**config.mk**
```make
export PLATFORM = sky130hd
export DESIGN_NAME = gtb_ctrl
export DESIGN_NICKNAME = d
export VERILOG_FILES = /design/src/hdl/gtb_pkg.sv /design/src/hdl/gtb_ctrl.sv
export SDC_FILE = /design/constraint.sdc
export NUM_CORES = 1
export LEC_CHECK = 0
export ABC_CLOCK_PERIOD_IN_PS = 1300
export BUFFER_PORTS_ARGS = -buffer_cell sky130_fd_sc_hd__buf_4
export CORE_MARGIN = 3
export CORE_UTILIZATION = 43
export CTS_CLUSTER_SIZE = 30
export DETAILED_ROUTE_END_ITERATION = 10
export PLACE_DENSITY = 0.71
export SLEW_MARGIN = 30
export SYNTH_ARGS = -nofsm -noshare
export SYNTH_HDL_FRONTEND = slang
export SYNTH_SLANG_ARGS = --single-unit
```
**constraint.sdc**
```tcl
create_clock -name clk -period 1.3 [get_ports clk]
set_input_delay 0.195 -clock clk [delete_from_list [all_inputs] [get_ports clk]]
set_output_delay 0.195 -clock clk [all_outputs]
set_load 0.01 [all_outputs]
```
**src/hdl/gtb_pkg.sv**
```systemverilog
// ----------------------------------------------------------------------------
// gtb_pkg
// Shared types, constants and helpers of the gaussian tone burst generator.
// ----------------------------------------------------------------------------
package gtb_pkg;

  // pipeline depth, input register to output register
  localparam int NST = 14;

  localparam logic [24:0] MAX_SAMPLES = 25'd65536;

  localparam logic [30:0] Q30_ONE = 31'd1073741824;
  localparam logic [31:0] QUARTER_TURN = 32'h4000_0000;

  // sin(pi/2*z) odd polynomial, Q30
  localparam logic [30:0] COEF_A1 = 31'd1686629713;
  localparam logic [29:0] COEF_A3 = 30'd693598668;
  localparam logic [26:0] COEF_A5 = 27'd85569278;
  localparam logic [22:0] COEF_A7 = 23'd5026991;
  localparam logic [17:0] COEF_A9 = 18'd172272;

  // exp(-n) for n = 0..15, Q30
  localparam logic [30:0] EXP_NEG_INT [16] = '{
    31'd1073741824, 31'd395007547, 31'd145315159, 31'd53458457,
    31'd19666268,   31'd7234816,   31'd2661539,   31'd979126,
    31'd360199,     31'd132510,    31'd48748,     31'd17933,
    31'd6597,       31'd2427,      31'd893,       31'd328
  };

  // floor(2^24 / 3)
  localparam logic [22:0] DIV3_MUL = 23'd5592405;

  // register reset values
  localparam logic        RST_WAVE_SELECT = 1'b0;
  localparam logic [31:0] RST_START_PHASE = 32'd0;
  localparam logic [31:0] RST_PHASE_STEP  = 32'd21474836;
  localparam logic [15:0] RST_BURST_LAST  = 16'd30;
  localparam logic        RST_ENV_ON      = 1'b0;
  localparam logic [23:0] RST_ENV_CENTER  = 24'd3840;
  localparam logic [23:0] RST_ENV_RATE    = 24'd65536;

  typedef enum logic [2:0] {
    REG_WAVE_SELECT = 3'd0,
    REG_START_PHASE = 3'd1,
    REG_PHASE_STEP  = 3'd2,
    REG_BURST_LAST  = 3'd3,
    REG_ENV_ON      = 3'd4,
    REG_ENV_CENTER  = 3'd5,
    REG_ENV_RATE    = 3'd6
  } gtb_reg_t;

  typedef struct packed {
    logic               wave_select;
    logic [31:0]        start_phase;
    logic [31:0]        phase_step;
    logic [15:0]        burst_last;
    logic               env_on;
    logic signed [23:0] env_center;
    logic [23:0]        env_rate;
  } gtb_cfg_t;

  typedef struct packed {
    logic [30:0] mag;
    logic        neg;
    logic        past;
  } gtb_sine_res_t;

  // floor(x / 3) for x below 2^21: reciprocal multiply, one correction step
  function automatic logic [19:0] div3(input logic [20:0] x);
    logic [44:0] p;
    logic [19:0] q;
    logic [21:0] r;
    p = 45'(x) * 45'(DIV3_MUL);
    q = p[43:24];
    r = {1'b0, x} - 22'(q) * 22'd3;
    if (r >= 22'd3) begin
      q = q + 20'd1;
    end
    return q;
  endfunction

endpackage

```
**src/hdl/gtb_ctrl.sv**
```systemverilog
// ----------------------------------------------------------------------------
// gtb_ctrl
// Valid bits and per-stage load enables of the sample pipeline.
// ----------------------------------------------------------------------------
module gtb_ctrl import gtb_pkg::*; (
  input  logic           clk,
  input  logic           rst_n,
  input  logic           in_valid,
  input  logic           out_ready,
  output logic           in_ready,
  output logic           out_valid,
  output logic [NST-1:0] en
);

  logic [NST-1:0] v_r;

  // a stage loads unless it and every stage after it are full and the output stalls
  for (genvar k = 0; k < NST; k++) begin : g_en
    assign en[k] = out_ready || !(&v_r[NST-1:k]);
  end

  always_ff @(posedge clk) begin
    if (!rst_n) begin
      v_r <= '0;
    end else begin
      if (en[0]) begin
        v_r[0] <= in_valid;
      end
      for (int k = 1; k < NST; k++) begin
        if (en[k]) begin
          v_r[k] <= v_r[k-1];
        end
      end
    end
  end

  assign in_ready  = en[0];
  assign out_valid = v_r[NST-1];

  a_full_stall: assert property (@(posedge clk) disable iff (!rst_n)
    (&v_r && !out_ready) |-> !in_ready)
    else $error("input taken while pipeline full and stalled");

  a_en_order: assert property (@(posedge clk) disable iff (!rst_n)
    en[NST-1] |-> en[0])
    else $error("later stage advances while first stage holds");

  a_hold_item: assert property (@(posedge clk) disable iff (!rst_n)
    (v_r[NST/2] && !en[NST/2]) |=> v_r[NST/2])
    else $error("held item lost in middle stage");

  a_out_keep: assert property (@(posedge clk) disable iff (!rst_n)
    (out_valid && !out_ready) |=> out_valid)
    else $error("stalled output item dropped");

endmodule

```
After elaboration in Yosys (flattened, before gate mapping):

Cells that the tools add are included.

* reductions and logical operators: 41

Operators with widths (count)
* zero test 1 bit: 14
* logical OR 1 bit: 14
* AND reduction 14 bit: 1
* AND reduction 13 bit: 1
* AND reduction 12 bit: 1
* AND reduction 11 bit: 1
* AND reduction 10 bit: 1
* AND reduction 9 bit: 1
* AND reduction 8 bit: 1
* AND reduction 7 bit: 1
* AND reduction 6 bit: 1
* AND reduction 5 bit: 1
* AND reduction 4 bit: 1
* AND reduction 3 bit: 1
* AND reduction 2 bit: 1

* flip-flop bits (word level): 14
* input bits: 4
* output and inout port bits: 16
* logic and storage cells: 55

Longest topological paths before layout:

* depth in word-level cells: 3
* gate-level depth with buffers: 5
* mapped depth without buffers: 3

Least setup slack after synthesis:

No wires, ideal clock.

* path kind: register -> output
* start: register v_r[13]
* end: output en[0]
* data arrival time: 1.284 ns
* required time: 1.105 ns
* path slack: -0.179 ns
* cell stages (with the launch flop): 6
* buffers on the path: 2
* cell sequence: dfxtp_1 -> and4b_4 -> and2_4 -> buf_6 -> nand4_1 -> buf_4

* longest elaborated chain between the ends: 3

Ends and longest elaborated chain
* from (decl): line gtb_ctrl.sv:15 `logic [NST-1:0] v_r;`
* from (signal, indexed assignment): line gtb_ctrl.sv:31 `v_r[k] <= v_r[k-1];`
* AND reduction 14 bit: line gtb_ctrl.sv:19 `assign en[k] = out_ready || !(&v_r[NST-1:k]);`
* zero test 1 bit: line gtb_ctrl.sv:19
* logical OR 1 bit: line gtb_ctrl.sv:19
* to (decl): line gtb_ctrl.sv:12 `output logic [NST-1:0] en`

No other way between the ends.

Worst setup path after layout:

* start: register v_r[13]
* end: output in_ready

* longest elaborated chain between the ends: 3

Ends and longest elaborated chain
* AND reduction 14 bit: line gtb_ctrl.sv:19
* zero test 1 bit: line gtb_ctrl.sv:19
* logical OR 1 bit: line gtb_ctrl.sv:19
* to (decl): line gtb_ctrl.sv:10 `output logic in_ready,`

No other way between the ends.

==> impl_metrics.json <==
{
  "hold_viol": 0,
  "ir_worst_vdd_mv": 0.826,
  "dr.pass1.iters": 4,
  "setup_viol_count_final": 11,
  "crit_type": "reg -> out",
  "crit_fanout": 8,
  "wire_per_inst_um": 11.5,
  "antenna_found_initial": 0,
  "synth_area_um2": 656,
  "die_height_um": 45.0,
  "max_cap_viol_count": 0,
  "synth_edf_count": 0,
  "postRouteAntennaNets": 0,
  "grt_overflow": 0,
  "wl_met2_um": 619,
  "grt_max_degree": 19,
  "reg_top3": "v_r (14)",
  "area_delta_synth_final_pct": 40.6,
  "finalNetCount": 105,
  "crit_path_start_kind": "register",
  "period_minus_slack_ns": 1.53,
  "seqPwrFrac_pct": 56.9,
  "grt_pass1_vias": 507,
  "drive_gt1_share_pct": 48.0,
  "cpMaxStageDelayCell": "dfxtp_2",
  "synth_cells": 72,
  "whs_ns": 0.123,
  "regMostFlops": "v_r",
  "synth_top_area_cell": "dfxtp_1",
  "routed_wl_mm": 1.32,
  "multi_input_area_um2": 325,
  "internal_power_mw": 0.617,
  "ff_latch_area_um2": 287,
  "grt_pass1_wl_mm": 2.18,
  "required_ns": 1.11,
  "p_clk_share_pct": 39.9,
  "synth_most_common_cell": "dfxtp_1",
  "place_hpwl_um": 985,
  "status": "finished, violations left",
  "skew_ns": 0.00377,
  "path_clk_slew_ns": 0.08,
  "gp_congestion": 0.729,
  "drcViolationCount": 0,
  "largest_reg_flops": 14,
  "htreeDepth": 1,
  "ys.flop_type": "dfxtp_1",
  "switchingPower_mw": 0.151,
  "wl_met1_um": 616,
  "highest_layer": "met4",
  "slowest_delay_ns": 0.35,
  "fin_util_pct": 67.5,
  "tightest_slew_ns": 0.177,
  "pre_cts_ws_ns": 0.00979,
  "die_w_um": 45.0,
  "cts_tree": "built",
  "io_pins": 20,
  "cts_buffers": 3,
  "hold_buffers": 0,
  "setup_ws_ns": -0.234,
  "yosysTopAreaCellShare_pct": 42.7,
  "fillers": 115,
  "synthTopCellsByArea": "dfxtp_1, nand4_4, nand2_1",
  "pwr-share-comb_pct": 3.2,
  "syn_avg_cell_area_um2": 9.11,
  "p_leak_nw": 0.393,
  "core-area_um2": 1370,
  "synth_common_cells": "dfxtp_1, nand2_1, inv_1",
  "drv_slew": 0,
  "max_slew_margin_pct": 88.2,
  "violations": "setup timing",
  "cp.arrival_ns": 1.34,
  "syn_nets": 76,
  "cts.sinks": 14,
  "vias_per_cell": 5.17,
  "grt_usage_pct": 14.8,
  "worstHoldPathType": "in -> reg",
  "root_buffer": "clkbuf_4",
  "num_antenna_cells": 0,
  "drtIter0Drc": 6,
  "rsz0062_at_grt": "true",
  "synth.distinct_cells": 26,
  "crit_chain": "and4b_4, and2_4, nand4_1, buf_4",
  "ys_seq_elements": 14,
  "clk_latency_ns": 0.28,
  "swShare_pct": 19.7,
  "end_kind": "primary output",
  "vias": 595,
  "io_buffers": 19,
  "clock_path_buffers": 2,
  "yosysSeqAreaShare_pct": 42.7,
  "async_flop_share_pct": 0,
  "row_count": 13,
  "wl_met3_um": 69,
  "fin_crit_sh_pct": 118,
  "cpLargestDelayFamily": "simple AND/OR/NAND/NOR gates",
  "ys_warn_count": 0,
  "critPathBufInv": 1,
  "start_util_pct": 48.0,
  "powerDensity_nw_per_um2": 833,
  "power_mw": 0.768,
  "finalSetupTns_ns": -1.96,
  "die_area_um2": 2030,
  "max_freq_mhz": 652
}
## layout make-up
type | count | area share, %
clock buffers | 4 | 3.93
inverters | 6 | 2.44
multi-input cells | 47 | 35.3
flip-flops and latches | 14 | 31.1
well taps | 15 | 2.04
repair buffers | 29 | 25.2
## tightest hold or removal path: cells and delay by family
| kind | cells | cell delay, ns |
|---|---|---|
| compound gates | 1 | 0.06 |
| buf+inv | 1 | 0.07 |
| simple gates | 1 | 0.04 |
## power groups by stage
stage | combinational [mW] | clock, mW | sequential, mW
floorplan | 0.0155 | 0 | 0.447
global placement | 0.0243 | 0 | 0.447
detailed placement | 0.0249 | 0 | 0.447
CTS | 0.0250 | 0.317 | 0.437
global route | 0.0282 | 0.336 | 0.438
finish | 0.0247 | 0.307 | 0.437
## logic make-up (layout without fill, tap and decap cells)
kind of cell           after synthesis  count (layout)  share of synthesized area [%]
AND/OR/NAND/NOR                     33              33                           35.5
AO/OA/AOI/OAI                       14              14                           13.4
flip-flops                          14              14                           42.7
buffers and inverters               11              39                           8.40
## final timing paths
path | depth (start not counted) | endpoint | slack, ns | from
min reg2reg | 2 | v_r[3] | 0.46 | v_r[2]
max | 4 | in_ready | -0.23 | v_r[13]
max reg2reg | 4 | v_r[3] | 0.25 | v_r[13]
min | 3 | v_r[0] | 0.12 | in_valid
## metal layers
layer | vias to the layer above | global-route usage, %
met2 | 14 | 22.9
met5 | - | 0
met3 | 2 | 5.98
met1 | 274 | 19.3
li1 | 305 | -
met4 | 0 | 3.51
## cells in the final DEF (no fill, tap or decap), types with 2 or more instances in the layout
cell type  count
buf_4         25
o21ai_1        4
a21boi_1       2
nand3_1        5
a31oi_1        2
nand4_1        2
a21oi_1        2
buf_6          4
nand2_2        2
and4_1         2
nand4_4        2
dfxtp_2        5
nand2_1        8
clkbuf_4       3
nor2b_1        4
dfxtp_1        9
inv_1          5
o21a_1         3
## through the flow
stage          cells  instance area (um^2)
2_1_floorplan     72                   657
3_3_place_gp     108                   838
3_5_place_dp     108                   838
4_1_cts          113                   901
5_1_grt          115                   922
6_report         115                   922
## timing repair
action,CTS,global route
pin swaps,3,1
buffers inserted,1,2
gates resized for setup,9,2
endpoints found under the setup margin,13,13
Note: power is estimated with default switching activity, not from simulation.
