[config.mk]
export PLATFORM = sky130hd
export DESIGN_NAME = gtb_out
export DESIGN_NICKNAME = d
export VERILOG_FILES = /design/src/hdl/gtb_pkg.sv /design/src/hdl/gtb_out.sv
export SDC_FILE = /design/constraint.sdc
export NUM_CORES = 2
export LEC_CHECK = 0
export ABC_CLOCK_PERIOD_IN_PS = 24800
export BUFFER_PORTS_ARGS = -buffer_cell sky130_fd_sc_hd__buf_2
export CAP_MARGIN = 20
export CORE_MARGIN = 10
export CORE_UTILIZATION = 55
export DETAILED_ROUTE_END_ITERATION = 16
export PLACE_DENSITY_LB_ADDON = 0.12
export REMOVE_ABC_BUFFERS = 1
export SETUP_SLACK_MARGIN = 0.15
export SLEW_MARGIN = 10
export SYNTH_ARGS = -nofsm -noshare
export SYNTH_HDL_FRONTEND = slang
export SYNTH_SLANG_ARGS = --single-unit
[constraint.sdc]
create_clock -name clk -period 24.8 [get_ports clk]
set_input_delay 7.44 -clock clk [delete_from_list [all_inputs] [get_ports clk]]
set_output_delay 7.44 -clock clk [all_outputs]
set_load 0.01 [all_outputs]
[src/hdl/gtb_pkg.sv]
// ----------------------------------------------------------------------------
// gtb_pkg
// Shared types, constants and helpers of the gaussian tone burst generator.
// ----------------------------------------------------------------------------
package gtb_pkg;

  // pipeline depth, input register to output register
  localparam int NST = 14;

  localparam logic [24:0] MAX_SAMPLES = 25'd65536;

  localparam logic [30:0] Q30_ONE = 31'd1073741824;
  localparam logic [31:0] QUARTER_TURN = 32'h4000_0000;

  // sin(pi/2*z) odd polynomial, Q30
  localparam logic [30:0] COEF_A1 = 31'd1686629713;
  localparam logic [29:0] COEF_A3 = 30'd693598668;
  localparam logic [26:0] COEF_A5 = 27'd85569278;
  localparam logic [22:0] COEF_A7 = 23'd5026991;
  localparam logic [17:0] COEF_A9 = 18'd172272;

  // exp(-n) for n = 0..15, Q30
  localparam logic [30:0] EXP_NEG_INT [16] = '{
    31'd1073741824, 31'd395007547, 31'd145315159, 31'd53458457,
    31'd19666268,   31'd7234816,   31'd2661539,   31'd979126,
    31'd360199,     31'd132510,    31'd48748,     31'd17933,
    31'd6597,       31'd2427,      31'd893,       31'd328
  };

  // floor(2^24 / 3)
  localparam logic [22:0] DIV3_MUL = 23'd5592405;

  // register reset values
  localparam logic        RST_WAVE_SELECT = 1'b0;
  localparam logic [31:0] RST_START_PHASE = 32'd0;
  localparam logic [31:0] RST_PHASE_STEP  = 32'd21474836;
  localparam logic [15:0] RST_BURST_LAST  = 16'd30;
  localparam logic        RST_ENV_ON      = 1'b0;
  localparam logic [23:0] RST_ENV_CENTER  = 24'd3840;
  localparam logic [23:0] RST_ENV_RATE    = 24'd65536;

  typedef enum logic [2:0] {
    REG_WAVE_SELECT = 3'd0,
    REG_START_PHASE = 3'd1,
    REG_PHASE_STEP  = 3'd2,
    REG_BURST_LAST  = 3'd3,
    REG_ENV_ON      = 3'd4,
    REG_ENV_CENTER  = 3'd5,
    REG_ENV_RATE    = 3'd6
  } gtb_reg_t;

  typedef struct packed {
    logic               wave_select;
    logic [31:0]        start_phase;
    logic [31:0]        phase_step;
    logic [15:0]        burst_last;
    logic               env_on;
    logic signed [23:0] env_center;
    logic [23:0]        env_rate;
  } gtb_cfg_t;

  typedef struct packed {
    logic [30:0] mag;
    logic        neg;
    logic        past;
  } gtb_sine_res_t;

  // floor(x / 3) for x below 2^21: reciprocal multiply, one correction step
  function automatic logic [19:0] div3(input logic [20:0] x);
    logic [44:0] p;
    logic [19:0] q;
    logic [21:0] r;
    p = 45'(x) * 45'(DIV3_MUL);
    q = p[43:24];
    r = {1'b0, x} - 22'(q) * 22'd3;
    if (r >= 22'd3) begin
      q = q + 20'd1;
    end
    return q;
  endfunction

endpackage

[src/hdl/gtb_out.sv]
// ----------------------------------------------------------------------------
// gtb_out
// Envelope product when env_on, rounding to Q1.15, saturation, sign and burst gating.
// ----------------------------------------------------------------------------
module gtb_out import gtb_pkg::*; (
  input  logic           clk,
  input  logic [NST-1:0] en,
  input  logic           env_on,
  input  gtb_sine_res_t  sine,
  input  logic [30:0]    env,
  output logic [15:0]    amplitude
);

  logic [30:0] m_r;
  logic        neg_r;
  logic        past_r;
  logic [15:0] amp_r;

  logic [61:0] m_prod;
  logic [31:0] rnd;
  logic [15:0] sat;
  logic [15:0] amp_nxt;

  always_comb begin
    m_prod = 62'(sine.mag) * 62'(env);
    rnd    = 32'(m_r) + 32'd16384;
    sat    = (rnd[31:15] > 17'd32767) ? 16'd32767 : rnd[30:15];
    if (past_r) begin
      amp_nxt = 16'd0;
    end else if (neg_r) begin
      amp_nxt = 16'd0 - sat;
    end else begin
      amp_nxt = sat;
    end
  end

  always_ff @(posedge clk) begin
    if (en[NST-2]) begin
      m_r    <= env_on ? 31'(m_prod >> 30) : sine.mag;
      neg_r  <= sine.neg;
      past_r <= sine.past;
    end
    if (en[NST-1]) begin
      amp_r <= amp_nxt;
    end
  end

  assign amplitude = amp_r;

endmodule

Yosys cells after proc, flatten, opt, wreduce, memory -nomap -nowiden
Index checks and enable logic that the tools add are counted.
{ "classes": {"add_sub_neg": 2, "n_mul": 1, "n_div": 0, "order_cmp": 1, "eq_ne": 0, "shifts": 0, "muxes": 3, "bitwise": 0, "n_reduce_logical": 0} }
{ "op_table": {"columns": ["cell", "count"], "rows": [
  ["$mul 31x31->61", 1],
  ["$add 31x15->32 const B", 1],
  ["$mux 16", 2],
  ["$mux 31", 1],
  ["$gt 17x15->1 const B", 1],
  ["$sub 1x16->16 const A", 1]
]} }
{ "word_totals": {"reg_bits": 49, "latch_bits": 0, "ramBits": 0, "rom_bits": 0, "memories": 0} }

Depth between registers and ports, before layout
{ "logic_depth": {"ltp_word": 5, "ltp_mapped": 25, "mapped_depth_nobuf": 24} }

Least setup slack after synthesis
Ideal clock, no wire load.
{ "synth_timing": {"path_type": "input to register", "start": "input sine[31] in the netlist's numbering", "end": "register m_r[28] (data pin)", "arrival_time_ns": 13.799, "required_ns": 24.539, "path_slack_ns": 10.740, "cell_stages": 24, "path_cell_list": "clkbuf_1 > nand2_1 > fa_1 > inv_1 > fa_1 > fa_1 > inv_1 > fa_1 > inv_1 > fa_1 > fa_1 > fa_1 > inv_1 > fa_1 > inv_1 > ha_1 > nand4_1 > nor3_2 > nand4_1 > or3_1 > a211o_1 > a31oi_1 > nor2_1 > a311o_1"} }
{ "synth_between": {"elab_chain_cells": 2} }
{ "synth_rtl": {"columns": ["item", "line", "rtl"], "rows": [
  ["from (decl)", "gtb_out.sv:9", "input gtb_sine_res_t sine,"],
  ["$mul 31x31->61", "gtb_out.sv:25", "m_prod = 62'(sine.mag) * 62'(env);"],
  ["$mux 31", "gtb_out.sv:39", "m_r <= env_on ? 31'(m_prod >> 30) : sine.mag;"],
  ["to (signal assigned)", "gtb_out.sv:39", null],
  ["to (decl)", "gtb_out.sv:14", "logic [30:0] m_r;"]
]} }
Every way passes these cells.
A chain may end at the register's enable or synchronous reset.

Worst setup path after layout
{ "layout_timing": {"start": "input env[7]", "end": "register m_r[30] (data pin)"} }
{ "layout_between": {"elab_chain_cells": 2} }
{ "layout_rtl": {"columns": ["item", "line", "rtl"], "rows": [
  ["from (decl)", "gtb_out.sv:10", "input logic [30:0] env,"],
  ["$mul 31x31->61", "gtb_out.sv:25", null],
  ["$mux 31", "gtb_out.sv:39", null]
]} }
Every way passes these cells.

==> metrics.md <==
| Metric | Value |
|---|---|
| Die extent in y | 262 um |
| Starting Density | 55.8% |
| Max capacitance violation total | 0 |
| Core area | 0.0579 sq mm |
| GR Overflow Total | 0 |
| Global route hottest layer | met2 |
| Post-CTS setup buffers | 0 |
| Initial DRT Pass Iterations | 5 |
| Setup crit end kind | flip-flop |
| Syn Inst Count | 3535 |
| Commonest cells post-synth | fa_1, inv_1, nand2_1 |
| Detailed Route Iter0 Violations | about 1300 |
| Hold Path Class | reg -> reg |
| GRT met3 Usage | under 10% |
| CP Class | in -> reg |
| Final worst slack | 9.78 ns |
| # DRC | 0 |
| Outcome | completed |
| First-pass GRT wire length | approximately 140000 um |
| PortBufs | 83 |
| Clock skew | 0.00415 ns |
| Cts hold-fix bufs | 0 |
| Final Cycle Share | a little over 60% |
| #FFs+latches synth | 35 |
| Yosys warning count | 0 |
| DR vias | roughly 23000 |
| Sequential fraction of the synthesis area | 3.25% |
| Most common cell in the netlist | fa_1 |
| Deepest clock path buffer count | 2 |
| Pre-CTS setup slack | 9.53 ns |
| Vias in the first global route | between 20000 and 30000 |
| Drt wl/cell | 20.2 um |
| Syn Std Cell Area | 0.0323 sq mm |
| Internal reg-to-reg setup slack | 21.00 ns |
| Relative slew slack | 35.6% |
| Vias per cell | 5.56 |
| Die W | 262 um |
| Post-layout min period | around 15 ns |
| Synth top area cells | fa_1, and2_1, ha_1 |
| Final ANT Viol Nets | 0 |
| Synth Flop Type | edfxtp_1 |
| Grt met1 use | 32.5% |
| Worst skew pair latency | 0.28 ns |
| Final hold vios | 0 |
| RSZ-0062 raised after global routing | no |
| Final setup viols | 0 |
| Area added between synthesis and finish | 2.55% |
| I/O pin cnt | 96 |
| DP HPWL | 65000 um |
| Startpoint Class | input port |
| Fillers | 5247 |
| Overall routed net length | between 80000 and 90000 um |
| Met2 Usage GRT | 44.5% |
| Setup TNS | 0 ns |
| Synth unique cells | 70 |
| CTS tree | yes |
| Mapped Avg Cell Area | around 9 sq um |
| Die area | 0.0689 sq mm |
| Final #Nets | 4594 |
| Critical path fanouts, max | 31 |
| Final Max Slew Viols | 0 |
| Worst-Margin Slew | 0.966 ns |
| Share of cells above drive strength 1 | 3.29% |
| CTS Sinks | 35 |
| GRT Util Overall | 25.2% |
| Root Driver | clkbuf_16 |
| Largest area contributor in the netlist | fa_1 |
| Synth top area share | between 50% and 60% |
| H-tree depth | 2 |
| Post-synth EDFFs | 35 |
| CTS Buf Count | 5 |
| Async SR Flop Fraction | 0% |
| Antenna violations before repair | 1 |
| Fmax | ~0.067 GHz |
| Post-CTS Resized | 0 |
| Placer Congestion | 0.927 |
| Largest net degree at the start of global routing | 33 |
| Row cnt | 88 |
| Critical path arrival | ~15 ns |
| Req. time, crit path | 24.82 ns |
| Clock transition at path regs | roughly 0.05 ns |
-- critical path, stage by stage --
cell and delay [ns]:
buf_2 0.72, nand2_1 0.21, fa_1 0.55, fa_1 0.52, fa_1 0.50, fa_1 0.55, inv_1 0.06, fa_1 0.56
fa_1 0.43, fa_1 0.54, inv_1 0.07, fa_1 0.47, inv_1 0.04, ha_1 0.35, nand4_1 0.20, nor3_2 0.18
nand4_1 0.19, or3_1 0.42, a211o_1 0.35, nand3_1 0.20, o21ai_1 0.11, a221o_1 0.34
-- sequential cells by signal, summed over array words and instances, names as in the netlist --
register / flops
m_r: 17
amplitude: 16
neg_r: 1
past_r: 1
-- placed cells by master (no fill, tap or decap), types with 8 or more instances in the layout --
| master | n |
|---|---|
| nand2b_1 | 8 |
| o21a_1 | 10 |
| fa_1 | 835 |
| xor2_1 | 14 |
| xnor2_1 | 17 |
| nand4_1 | 19 |
| o21ai_0 | 30 |
| edfxtp_1 | 35 |
| nand3_1 | 25 |
| nor3_1 | 12 |
| buf_2 | 83 |
| inv_1 | 782 |
| a21oi_1 | 64 |
| o211ai_1 | 10 |
| nor2_1 | 47 |
| and2_1 | 499 |
| ha_1 | 248 |
| nand2_1 | 526 |
| a21o_1 | 24 |
-- final timing paths --
| check | start | to | depth (start not counted) |
|---|---|---|---|
| min reg2reg | m_r[24] | amplitude[9] | 4 |
| max | env[7] | m_r[30] | 22 |
| min | m_r[24] | amplitude[9] | 4 |
| max reg2reg | m_r[17] | amplitude[14] | 13 |
-- through the flow --
step / instance area [sq um] / utilization (%) / cells / hold slack (ns)
2_1_floorplan: 31600 / - / 3335 / 0.712
3_3_place_gp: 33000 / 57.0 / 4189 / 0.778
3_5_place_dp: 33000 / 57.0 / 4189 / 0.801
4_1_cts: 33200 / 57.3 / 4197 / 0.816
5_1_grt: 33200 / 57.3 / 4198 / 0.871
6_report: 33200 / 57.3 / 4199 / 0.795
-- cell families after synthesis --
family,synth area share (%)
xor+xnor,0.840
fa+ha+maj,61.3
mux,0.337
compound gates,4.53
buf+inv,11.4
simple gates,18.3
flops,3.25
-- final cells by class --
| class | count | area [sq um] | area share, % |
|---|---|---|---|
| Sequential cell | 35 | 1050 | 3.17 |
| Antenna cell | 2 | 5.00 | 0.0151 |
| Clock inverter | 3 | 38.8 | 0.117 |
| Inverter | 782 | 2940 | 8.85 |
| Clock buffer | 5 | 125 | 0.377 |
| Multi-Input combinational cell | 2518 | 27600 | 83.2 |
| Tap cell | 765 | 957 | 2.89 |
| Timing Repair Buffer | 89 | 460 | 1.39 |
-- layer usage --
metal / part of all wire (%) / up-vias
met4: 2.4 / 0
li1: - / 10181
met1: 41 / 12204
met5: 0 / -
met3: 6.2 / 146
met2: 51 / 821
Power is left out: the tool's default activity adds up to more than one toggle a clock period on the data nets, which glitch-free logic cannot reach.
